==> config.mk <==
export PLATFORM = sky130hd
export DESIGN_NAME = sus_rank_enc
export DESIGN_NICKNAME = d
export VERILOG_FILES = /design/src/hw/rtl/sus_pkg.sv /design/src/hw/rtl/sus_rank_enc.sv
export SDC_FILE = /design/constraint.sdc
export NUM_CORES = 1
export LEC_CHECK = 0
export BUFFER_PORTS_ARGS = -buffer_cell sky130_fd_sc_hd__buf_2
export CORE_AREA = 2 2 202 204
export DETAILED_ROUTE_END_ITERATION = 10
export DIE_AREA = 0 0 204 206
export PLACE_DENSITY_LB_ADDON = 0.1
export SYNTH_ARGS = -nofsm -noshare
export SYNTH_HDL_FRONTEND = slang
export SYNTH_SLANG_ARGS = --single-unit
==> constraint.sdc <==
create_clock -name vclk -period 3.3
set_clock_uncertainty 0.05 [all_clocks]
set_input_delay 0.66 -clock vclk [all_inputs]
set_output_delay 0.66 -clock vclk [all_outputs]
set_load 0.1 [all_outputs]
==> src/hw/rtl/sus_pkg.sv <==
// shared types and constants of the sorted unique set with rank
// no dependencies
package sus_pkg;

   localparam int CAPACITY_DEF = 256;
   localparam int KEY_BITS_DEF = 32;
   localparam int REQ_KEY_W    = 32;
   localparam int RSP_RANK_W   = 8;
   localparam int RSP_OCC_W    = 9;

   typedef enum logic [1:0] {
      KIND_INSERT = 2'd0,
      KIND_REMOVE = 2'd1,
      KIND_LOOKUP = 2'd2,
      KIND_CLEAR  = 2'd3
   } kind_type;

   typedef struct packed {
      kind_type               kind;
      logic [REQ_KEY_W-1:0]   key;
   } req_type;

   typedef struct packed {
      logic                   hit;
      logic [RSP_RANK_W-1:0]  rank;
      logic                   overflow;
      logic [RSP_OCC_W-1:0]   occupancy;
   } rsp_type;

   typedef enum logic [1:0] {
      ST_IDLE,
      ST_CMP,
      ST_EXEC
   } state_type;

   typedef enum logic [1:0] {
      CELL_HOLD,
      CELL_INSERT,
      CELL_REMOVE
   } cell_op_type;

   typedef struct packed {
      logic        cmp_en;
      cell_op_type op;
   } cell_ctl_type;

endpackage

==> src/hw/rtl/sus_rank_enc.sv <==
// turns the chain's position marker into a binary rank and a presence flag
// depends on sus_pkg
module sus_rank_enc #(
   parameter int N  = 256,
   parameter int RW = 8
) (
   input  logic [N-1:0]  pos_onehot,
   input  logic [N-1:0]  eq_flags,
   output logic [RW-1:0] rank,
   output logic          present
);
   import sus_pkg::*;

   always_comb begin
      rank = '0;
      for (int i = 0; i < N; i++) begin
         if (pos_onehot[i]) begin
            rank = rank | RW'(i);
         end
      end
   end

   assign present = |eq_flags;

endmodule

# --- After elaboration in Yosys (flattened, before gate mapping) ---
# Index checks and enable logic that the tools add are counted.
op_classes:
  reduce_logical: 1
  n_mux: 255
ops:
  columns: ["op", "n"]
  rows:
  - ["8-bit 2-to-1 mux", 128]
  - ["7-bit 2-to-1 mux", 64]
  - ["256-bit OR reduction", 1]
  - ["6-bit 2-to-1 mux", 32]
  - ["5-bit 2-to-1 mux", 16]
  - ["4-bit 2-to-1 mux", 8]
  - ["3-bit 2-to-1 mux", 4]
  - ["2-bit 2-to-1 mux", 2]
  - ["1-bit 2-to-1 mux", 1]
totals:
  regBits: 0
  in_bits: 512

# --- Depth between registers and ports, before layout ---
logic_depth:
  ltp_word: 255
  depth_mapped: 4
  ltp_nobuf: 4

# --- Worst setup path after synthesis ---
# No wires, ideal clock.
synth_timing:
  kind: "in2out"
  start: "input port pos_onehot[100]"
  end: "output port rank[2]"
  required_ns: 2.590
  path_slack_ns: 0.238
  t_arrival_ns: 2.352
  n_path_buf: 0
  path_stages: 4
  path_cell_list: "or4_1 -> nand4b_1 -> nor4_2 -> nand3_1"
synth_between:
  elab_chain_len: 156
synth_lines:
  columns: ["item", "line_no", "rtl"]
  rows:
  - ["start: declaration", "sus_rank_enc.sv:7", "input logic [N-1:0] pos_onehot,"]
  - ["7-bit 2-to-1 mux (28 in a row)", "sus_rank_enc.sv:17", "if (pos_onehot[i]) begin"]
  - ["8-bit 2-to-1 mux (128 in a row)", "sus_rank_enc.sv:17", null]
  - ["end: declaration", "sus_rank_enc.sv:9", "output logic [RW-1:0] rank,"]
# No other way between the ends.

# --- Final worst setup path ---
layout_timing:
  start: "input port pos_onehot[87]"
  end: "output port rank[4]"
layout_between:
  elab_chain_len: 169
layout_lines:
  columns: ["item", "line_no"]
  rows:
  - ["7-bit 2-to-1 mux (41 in a row)", "sus_rank_enc.sv:17"]
  - ["8-bit 2-to-1 mux (128 in a row)", "sus_rank_enc.sv:17"]
# No other way between the ends.

==> results <==
- Setup repair after global routing left no endpoint under its margin.
- The mean number of vias per cell is 3.753.
- The actual transition at the worst max-transition pin is 0.6339 ns.
- The top cell types in the final layout, fill and taps aside, are sky130_fd_sc_hd__buf_2, sky130_fd_sc_hd__nor4_1, sky130_fd_sc_hd__buf_4, sky130_fd_sc_hd__nand4_1, sky130_fd_sc_hd__nor2_1.
- Measured along the y axis, the die boundary spans 206 µm.
- Counting both buffers and inverters, the worst setup path holds a total of 4.
- The highest layer touched by signal routing is met5.
- Synthesis instantiated 9 different standard cells from the library.
- By startpoint and endpoint, the worst setup path is classified as in -> out.
- The sequential cell area fraction in the yosys report is 0.
- The floorplan has 74 rows.
- Dividing total power by cell area gives a power density of 90.47 mW/mm².
- The post-synthesis compound-gate area fraction came to 0.
- The main combinational cell family by area after synthesis is simple AND/OR/NAND/NOR gates.
- The xor/xnor cell area share of the yosys netlist is 0.
- The largest single stage delay on the critical path is 0.48 ns.
- The met2 wire length is 15110 µm.
- Subtracting the final worst setup slack from the clock period gives 3.279 ns.
- Entering global routing, the biggest net connects 4 pins.
- Leaving out fill and tap cells, the most frequent cell in the layout is sky130_fd_sc_hd__buf_2.
- Yosys printed 0 warnings.
- Counting tap cells, the placed design contains a total of 1407 instances.
- The top fanout value on the critical path is 2.
- The total iterations of the first detailed-routing run is 4.
- The number of hold violations in the final report is 0.
- The count of routing violations after the opening detailed-route iteration is 294.
- The signal on the critical path passes through buf_2 > nor4_1 > buf_4 > nand4_1 > nor4_2 > buf_4 > nand4_1 > buf_2.
- The fraction of post-synthesis cell area in the top cell type by area is 0.6335.
- In this run the remaining antenna-violating nets after routing total 0.
- Data on the critical path is required at its endpoint by 2.59 ns.
- The worst pin sits at a relative slew slack of 0.5735.
- The net count reported at finish is 1389.
- The total grt overflow is 0.
- The synthesized netlist occupies a cell area of 0.001758 mm².
- The worst setup path is launched from an input port.
- The count of final max-slew check failures came to 0.
- The max-capacitance violation count is 0.
- For this design, the slowest cell found on the critical path is sky130_fd_sc_hd__nor4_1.
- The placeable core region is 0.04018 mm².
- The total of clock buffers placed in the layout is 0.
- The final layout contains routed wiring with a total length of 33650 µm.
- The number of antenna violations at the first check in global routing came to 6.
- The final weighted congestion in routability-driven placement is 0.8538.
- The number of setup violations in the final report is 0.
- Sorting the synthesized cells by area gives the leading types as sky130_fd_sc_hd__nor4_1, sky130_fd_sc_hd__nand4_1, sky130_fd_sc_hd__nand3_1.
- Broken down by cell family, the worst path's largest delay share belongs to simple AND/OR/NAND/NOR gates.
- For hold timing, the worst endpoint is present.
- The share of post-route cells with drive strength above 1 is 0.6846.
- The path category of the worst min-delay check is in -> out.
- The relative area change from synthesis to final layout is 217.5%.
- The leakage power of the design is 2.492 nW.
- The combined flip-flop and latch cell area is 0 µm².
- The initial utilization of the core area, before any placement, comes to 0.04375.
- Buffers placed on the I/O ports in this run total 520.
- The routed design uses 1499 µm of met3 wire.
- The simple-gate portion of the synthesized area is 1.000.
- The tightest hold path in the finished design has a slack of 1.955 ns.
- For this run, the total global-route usage over all layers was measured as 0.1454.
- The count of unresolved DRC violations after routing is 0.
- After clock tree synthesis, the setup repair step added 0 buffers.
- The detailed placer's ending HPWL is 32440 µm.
- The total of hold buffers inserted after clock tree synthesis is 0.
- The routed length on met1 is 16810 µm.
- The die extent in x is 204 µm.
- The run finished with clean final reports.
- The post-synthesis adder-cell area fraction is 0.
- In the final routed layout, each cell accounts on average for 23.88 µm.
- The most area-hungry cell type in the Yosys netlist is sky130_fd_sc_hd__nor4_1.
- Summing over every cut layer, the via total after detailed routing is 5288.
- The die covers 0.04202 mm².
- The final layout contains a sequential cell count of 0.
- The finished layout holds 1409 standard cells, fillers aside.
- IR analysis of the VDD net gives a maximum drop of 0.00002933 V.
- The number of global-route vias before repair came to 5279.
- The worst hold path begins at eq_flags[253].
- The type of destination of the critical path is a primary output.
- The worst hold path depth is 6.
- The portion of synthesized area spent on multiplexers is 0.
- The global-route wire length before repair is 42440 µm.
- Static timing analysis puts the maximum clock frequency at 305.0 MHz.
- Dividing the final minimum period by the clock period gives 0.9937.
- The average instance in the mapped netlist occupies 5.979 µm².
- The number of nets in the synthesized netlist is 806.
- For the worst setup path, the data arrival time is 2.57 ns.
- The post-synthesis cell count is 294.
- The boundary pin count is 521.
-- worst max path at each step --
stage / startpoint / endpoint / cells after the start
after detailed placement: eq_flags[148] / present / 8
after CTS: pos_onehot[87] / rank[4] / 8
after floorplan: pos_onehot[100] / rank[2] / 4
after global placement: pos_onehot[85] / rank[4] / 7
after global routing: pos_onehot[87] / rank[4] / 8
final: pos_onehot[87] / rank[4] / 8
-- metal layers --
layer,GRT usage,up-vias
met3,0.01403,16
li1,-,2557
met4,0.005435,10
met2,0.2222,187
met5,0,-
met1,0.2274,2518
-- cell families after synthesis --
kind of cell,Yosys count
simple gates,294
-- cells in the mapped netlist --
| cell | number |
|---|---|
| sky130_fd_sc_hd__nor4_1 | 178 |
| sky130_fd_sc_hd__or4_1 | 2 |
| sky130_fd_sc_hd__nand4_1 | 41 |
| sky130_fd_sc_hd__nand4b_1 | 3 |
| sky130_fd_sc_hd__nor4_2 | 5 |
| sky130_fd_sc_hd__nand3_1 | 17 |
| sky130_fd_sc_hd__nor2_1 | 18 |
| sky130_fd_sc_hd__nor3_1 | 15 |
| sky130_fd_sc_hd__nand2_1 | 15 |
-- cell type report --
type	count	area, µm²
Antenna cell	2	5.005
Fill cell	4805	34600
Multi-Input combinational cell	294	1848
Tap cell	532	665.6
Timing Repair Buffer	581	3063
-- per-stage QoR --
| step | power [W] | TNS (ns) | util | worst slack (ns) | area, µm² |
|---|---|---|---|---|---|
| 6_report | 0.0005050 | 0 | 0.1389 | 0.02091 | 5582 |
| 3_5_place_dp | 0.0004947 | -0.4078 | 0.1365 | -0.2109 | 5484 |
| 5_1_grt | 0.0005447 | 0 | 0.1388 | 0.01145 | 5579 |
| 2_1_floorplan | 0.00004789 | 0 | - | 0.2375 | 1758 |
| 3_3_place_gp | 0.0004970 | -0.3680 | 0.1365 | -0.2458 | 5484 |
| 4_1_cts | 0.0005029 | 0 | 0.1381 | 0.02949 | 5549 |
-- what timing repair did --
item / CTS / global route
setup endpoints to repair: 4 / 2
cloned: 0 / 0
gates resized for setup: 10 / 5
-- report_power, final --
part	leakage [nW]	internal, W	switching (W)
registers	0	0	0
clock network	0.0000154	0.0000000000562	0
logic	2.49	0.000265	0.000240
total	2.49	0.000265	0.000240
No activity file was read; power rests on OpenSTA's default activity.
