==> config.mk <==
export PLATFORM = sky130hd
export DESIGN_NAME = sus_cell
export DESIGN_NICKNAME = d
export VERILOG_FILES = /design/src/hw/rtl/sus_pkg.sv /design/src/hw/rtl/sus_cell.sv
export SDC_FILE = /design/constraint.sdc
export NUM_CORES = 1
export LEC_CHECK = 0
export ABC_CLOCK_PERIOD_IN_PS = 4990
export BUFFER_PORTS_ARGS = -buffer_cell sky130_fd_sc_hd__buf_4
export CORE_ASPECT_RATIO = 1.25
export CORE_UTILIZATION = 45
export CTS_BUF_LIST = sky130_fd_sc_hd__clkbuf_8
export DETAILED_ROUTE_END_ITERATION = 6
export GPL_TIMING_DRIVEN = 0
export PLACE_DENSITY = 0.85
export SYNTH_ARGS = -nofsm -noshare
export SYNTH_HDL_FRONTEND = slang
export SYNTH_SLANG_ARGS = --single-unit
==> constraint.sdc <==
create_clock -name clock -period 4.99 [get_ports clock]
set_input_delay 0.998 -clock clock [delete_from_list [all_inputs] [get_ports clock]]
set_output_delay 0.998 -clock clock [all_outputs]
set_load 0.02 [all_outputs]
==> src/hw/rtl/sus_pkg.sv <==
// shared types and constants of the sorted unique set with rank
// no dependencies
package sus_pkg;

   localparam int CAPACITY_DEF = 256;
   localparam int KEY_BITS_DEF = 32;
   localparam int REQ_KEY_W    = 32;
   localparam int RSP_RANK_W   = 8;
   localparam int RSP_OCC_W    = 9;

   typedef enum logic [1:0] {
      KIND_INSERT = 2'd0,
      KIND_REMOVE = 2'd1,
      KIND_LOOKUP = 2'd2,
      KIND_CLEAR  = 2'd3
   } kind_type;

   typedef struct packed {
      kind_type               kind;
      logic [REQ_KEY_W-1:0]   key;
   } req_type;

   typedef struct packed {
      logic                   hit;
      logic [RSP_RANK_W-1:0]  rank;
      logic                   overflow;
      logic [RSP_OCC_W-1:0]   occupancy;
   } rsp_type;

   typedef enum logic [1:0] {
      ST_IDLE,
      ST_CMP,
      ST_EXEC
   } state_type;

   typedef enum logic [1:0] {
      CELL_HOLD,
      CELL_INSERT,
      CELL_REMOVE
   } cell_op_type;

   typedef struct packed {
      logic        cmp_en;
      cell_op_type op;
   } cell_ctl_type;

endpackage

==> src/hw/rtl/sus_cell.sv <==
// one slot of the sorted chain: holds a key, compares it, shifts with its neighbors
// depends on sus_pkg
module sus_cell #(
   parameter int KW  = 32,
   parameter int CW  = 9,
   parameter int IDX = 0
) (
   input  logic                  clock,
   input  sus_pkg::cell_ctl_type ctl,
   input  logic [KW-1:0]         key,
   input  logic [CW-1:0]         count,
   input  logic [KW-1:0]         left_entry,
   input  logic                  left_lt,
   input  logic [KW-1:0]         right_entry,
   output logic [KW-1:0]         entry,
   output logic                  lt,
   output logic                  eq,
   output logic                  at_pos
);
   import sus_pkg::*;

   localparam logic [CW-1:0] IDX_V = CW'(IDX);

   logic [KW-1:0] entry_ff;
   logic          lt_ff;
   logic          eq_ff;
   logic          occupied;

   assign occupied = IDX_V < count;
   // first slot not below the key
   assign at_pos   = left_lt & ~lt_ff;

   always_ff @(posedge clock) begin
      if (ctl.cmp_en) begin
         lt_ff <= occupied && (entry_ff < key);
         eq_ff <= occupied && (entry_ff == key);
      end
   end

   always_ff @(posedge clock) begin
      case (ctl.op)
         CELL_INSERT: begin
            if (!lt_ff) begin
               entry_ff <= at_pos ? key : left_entry;
            end
         end
         CELL_REMOVE: begin
            if (!lt_ff) begin
               entry_ff <= right_entry;
            end
         end
         default: begin
         end
      endcase
   end

   assign entry = entry_ff;
   assign lt    = lt_ff;
   assign eq    = eq_ff;

endmodule

Yosys cells after proc, flatten, opt, wreduce, memory -nomap -nowiden:

Cells that the tools add are included.

* flip-flop bits (word level): 34
* latch bits: 0
* memory bits (writable): 0
* ROM bits: 0
* input bits: 110
* word-level logic and storage cells: 20
* memories: 0

* add/subtract/negate cells: 0
* multiply operators: 0
* divide/modulo/power cells: 0
* order comparisons: 2
* equal/unequal tests: 5
* shift-type cells: 0
* muxes and demuxes: 4
* bitwise gates (word level): 2
* reduce and logical (&&, ||, !) cells: 4

Operator list (count)
* $mux 32: 3
* $pmux 32 s2: 1
* $eq 32x32->1: 1
* $lt 32x32->1: 1
* $lt 1x9->1 const A: 1
* $ne 2x2->1 const B: 2
* $reduce_and 3->1: 1
* $eq 2x1->1 const B: 1
* $eq 2x2->1 const B: 1
* $logic_and 1x1->1: 2
* $reduce_bool 2->1: 1
* $and 1x1->1: 1
* $not 1->1: 1

Longest topological paths before layout:

* depth in word-level cells: 5
* mapped depth: 7
* gate-level depth less buffers: 7

Least setup slack after synthesis:

Ideal clock, no wire load.

* path kind: input -> register
* start point: input port ctl[0] in the netlist's numbering
* end point: register entry_ff[0], in the netlist entry[0], enable pin
* library setup time: 0.421 ns
* arrival time: 2.472 ns
* path slack: 2.097 ns
* stages on the path: 2
* buffers on the path: 0
* cells stage by stage: xnor2_1 > nor2_1

* word-level cells in the longest chain between the ends: 3

RTL lines
* start, declared: RTL line sus_cell.sv:9 `input sus_pkg::cell_ctl_type ctl,`
* $eq 2x1->1 or $eq 2x2->1 (tied branches): RTL line sus_cell.sv:41 `case (ctl.op)`
* $ne 2x2->1 (no line) or $reduce_bool 2->1 (tied branches)
* $reduce_and 3->1 (no line) *
* end signal, assigned: RTL line sus_cell.sv:44 `entry_ff <= at_pos ? key : left_entry;`
* end signal, assigned: RTL line sus_cell.sv:49 `entry_ff <= right_entry;`
* end, declared: RTL line sus_cell.sv:24 `logic [KW-1:0] entry_ff;`

Every way passes the cells marked *; elsewhere a longest branch is shown, timed or not.
A chain may end at the register's enable or synchronous reset.

Final worst setup path:

* start point: input port left_lt
* end point: output port at_pos

* word-level cells in the longest chain between the ends: 1

RTL lines
* start, declared: RTL line sus_cell.sv:13 `input logic left_lt,`
* $and 1x1->1: RTL line sus_cell.sv:31 `assign at_pos = left_lt & ~lt_ff;`
* end, declared: RTL line sus_cell.sv:18 `output logic at_pos`

Every way passes these cells.

==> out/results.ini <==
[status]
outcome = finished clean

[setup_path]
reg2reg_from = entry[26]$_DFFE_PP_
required_ns = 3.99
end_kind = output pin
r2r-end = lt$_DFFE_PP_
r2r_slack_ns = 3.19
critPathLaunchType = input port
cp-startpoint = left_lt
crit_fanout = 10
crit_type = in -> out
rr_worst_depth = 6
worst_ep_arrival_time_ns = 1.72
endpoint = at_pos

[synthesis]
synthCells = 266
yosys_register_bits = 34
syn_nets = 408
ys_seq_area_share_pct = 39.9
synth_area_leaders = edfxtp_1, ha_1, mux2i_1, nand2_1, o21ai_0
synth_top_area_share_pct = 39.9
yosysTopAreaCell = edfxtp_1
syn_area_sq_um = 2560
yosys_warnings = 0
avgSynthCellArea_sq_um = 9.62
ys_types = 27

[timing]
setup_slack_ns = 2.27
worst_slew_margin_rel_pct = 35.1
worst_pin_slew_ns = 0.971
min_period_ns = 2.72
finalCritPeriodShare_pct = 54.5
rsz0062_at_grt = false
finalSetupViolCount = 0
hold-worst-slack_ns = 0.832
fin_worst_skew_ns = 0.00259
fmax_ghz = 0.368
hold_viol_final = 0
setup_tns_ns = 0
drv_slew = 0

[global_route]
grt_overflow = 0
antenna_found_initial = 0
grt_max_degree = 33
grt_first_pass_wirelength_um = 11500
grt_use_total_pct = 24.3
grt_pass1_vias = 2581

[final_layout]
layout-drive-gt1-share_pct = 38.4
n_antenna_cell = 0
syn_to_final_growth_pct = 48.6
nFillCells = 424
multi_input_area_sq_um = 1350
final_nets = 559
final-seq-area_sq_um = 1020
final_util_pct = 69.9

[routing]
wire_per_inst_um = 15.1
route.detailed.drc = 0
drt_first_pass_iters = 4
drt_iter0_markers = 78
ant_nets = 0
vias_per_cell = 5.28
wirelength_um = 7280
via_count = 2540

[place]
pre_cts_ws_ns = 2.26
io_buffer_count = 144
dp_hpwl_um = 5830
gp_congestion = 0.820

[clocking]
cts_resized = 0
clock-root-buffer = clkbuf_8
post_cts_buffers = 0
hold_buffers = 0
cts_tree = done
path_clk_slew_ns = 0.07
htreeDepth = 2
clock_path_buffers = 2
clk-insertion-delay-late_ns = 0.29
clock-sinks = 34
numCtsBuffers = 5

[job]
max_cap_violations = 0

[floorplan]
die_h_um = 86.3
dieArea_sq_um = 6000
die_x_um = 69.5
start_util_pct = 47.0
num_rows = 30
core_area_sq_um = 5440
io_pins = 145

[power]
p_per_area_nw_per_um2 = 216
p_total_w = 0.000821
p_leak_nw = 1.85
peakVddDrop_mv = 0.120

[hold_path]
hold_path.class = reg -> reg
min_from = entry[31]$_DFFE_PP_

==> kinds of logic after synthesis <==
group	Yosys count	synth area share, %
AOI/OAI and AO/OA	54	11.3
DFF	34	39.9
and+or+nand+nor	68	12.4
buffers and inverters	45	7.87
xor gates and xnor gates	1	0.342
adders and majority gates	32	15.6
muxes	32	12.5
==> routing by layer <==
| metal | wire length, um | GRT usage, % | part of all wire (%) | up-vias |
|---|---|---|---|---|
| met4 | 128 | 9.09 | 1.8 | 0 |
| met5 | 0 | 0 | 0 | - |
| met2 | 3950 | 46.3 | 54 | 102 |
| met3 | 426 | 4.77 | 5.9 | 11 |
| met1 | 2780 | 26.4 | 38 | 1171 |
| li1 | - | - | - | 1256 |
==> worst min-delay path by stage <==
stage                   end  slack (ns)  cells after the start
3_5_place_dp   lt$_DFFE_PP_        0.80                      3
5_1_grt        lt$_DFFE_PP_        0.86                      3
3_3_place_gp   lt$_DFFE_PP_        0.79                      3
6_report       lt$_DFFE_PP_        0.83                      3
4_1_cts        lt$_DFFE_PP_        0.82                      3
2_1_floorplan  lt$_DFFE_PP_        0.93                      3
==> flip-flops by register name (all words and copies together), names as in the netlist <==
register  flops
entry        32
eq            1
lt            1
==> synth_stat cells, drive strengths merged <==
cell type,number
nand4b,1
nor2b,4
nand2,41
inv,34
o211ai,1
nand3,4
nor3,4
clkbuf,2
a21oi,12
a221oi,2
mux2i,32
o21ai,36
xnor2,1
and4,2
buf,9
nor2,3
nor4,2
nand4,7
a21o,1
ha,32
edfxtp,34
o2111a,1
o22ai,1
==> through the flow <==
stage / cells / instance area (sq um)
final: 481 / 3800
after global routing: 481 / 3800
after CTS: 481 / 3800
after detailed placement: 474 / 3730
after global placement: 474 / 3720
after floorplan: 266 / 2560
==> cell type report <==
class | instances | share of cell area [%]
inverter | 34 | 3.35
sequential | 34 | 26.8
multi-input combinational | 187 | 35.4
tap | 64 | 2.10
clock buffer | 5 | 1.81
clock inverter | 2 | 0.197
buffer | 11 | 1.94
timing repair buffer | 144 | 28.4
==> critical path, cell delays in order <==
cell	delay (ns)
buf_4	0.07
nor2b_1	0.11
buf_4	0.18
buf_6	0.18
buf_4	0.16
==> placed cells by master, fill, tap and decap left out <==
cell and count:
buf_4 145, nand2_1 41, inv_1 36, edfxtp_1 34
mux2i_1 32, ha_1 32, o21ai_0 30, a21oi_1 12
nand4_1 7, o21ai_1 6, buf_2 5, clkbuf_8 5
nor2b_1 4, nand3_1 4, buf_6 3, nor3_1 3
clkbuf_1 2, nor2_1 2, nor4_1 2, a221oi_1 2
and4_1 2, nand4b_1 1, o211ai_1 1, a21o_1 1
o2111a_1 1, o22ai_1 1, nor3_2 1, xnor2_1 1
nor2_4 1
==> power by group <==
group	leakage, nW	switching [W]	internal [W]
logic	1.48	0.000133	0.000138
registers	0.321	0.0000127	0.000346
clock network	0.0466	0.0000990	0.0000920
total	1.85	0.000244	0.000577
(Power assumes the default switching activity.)
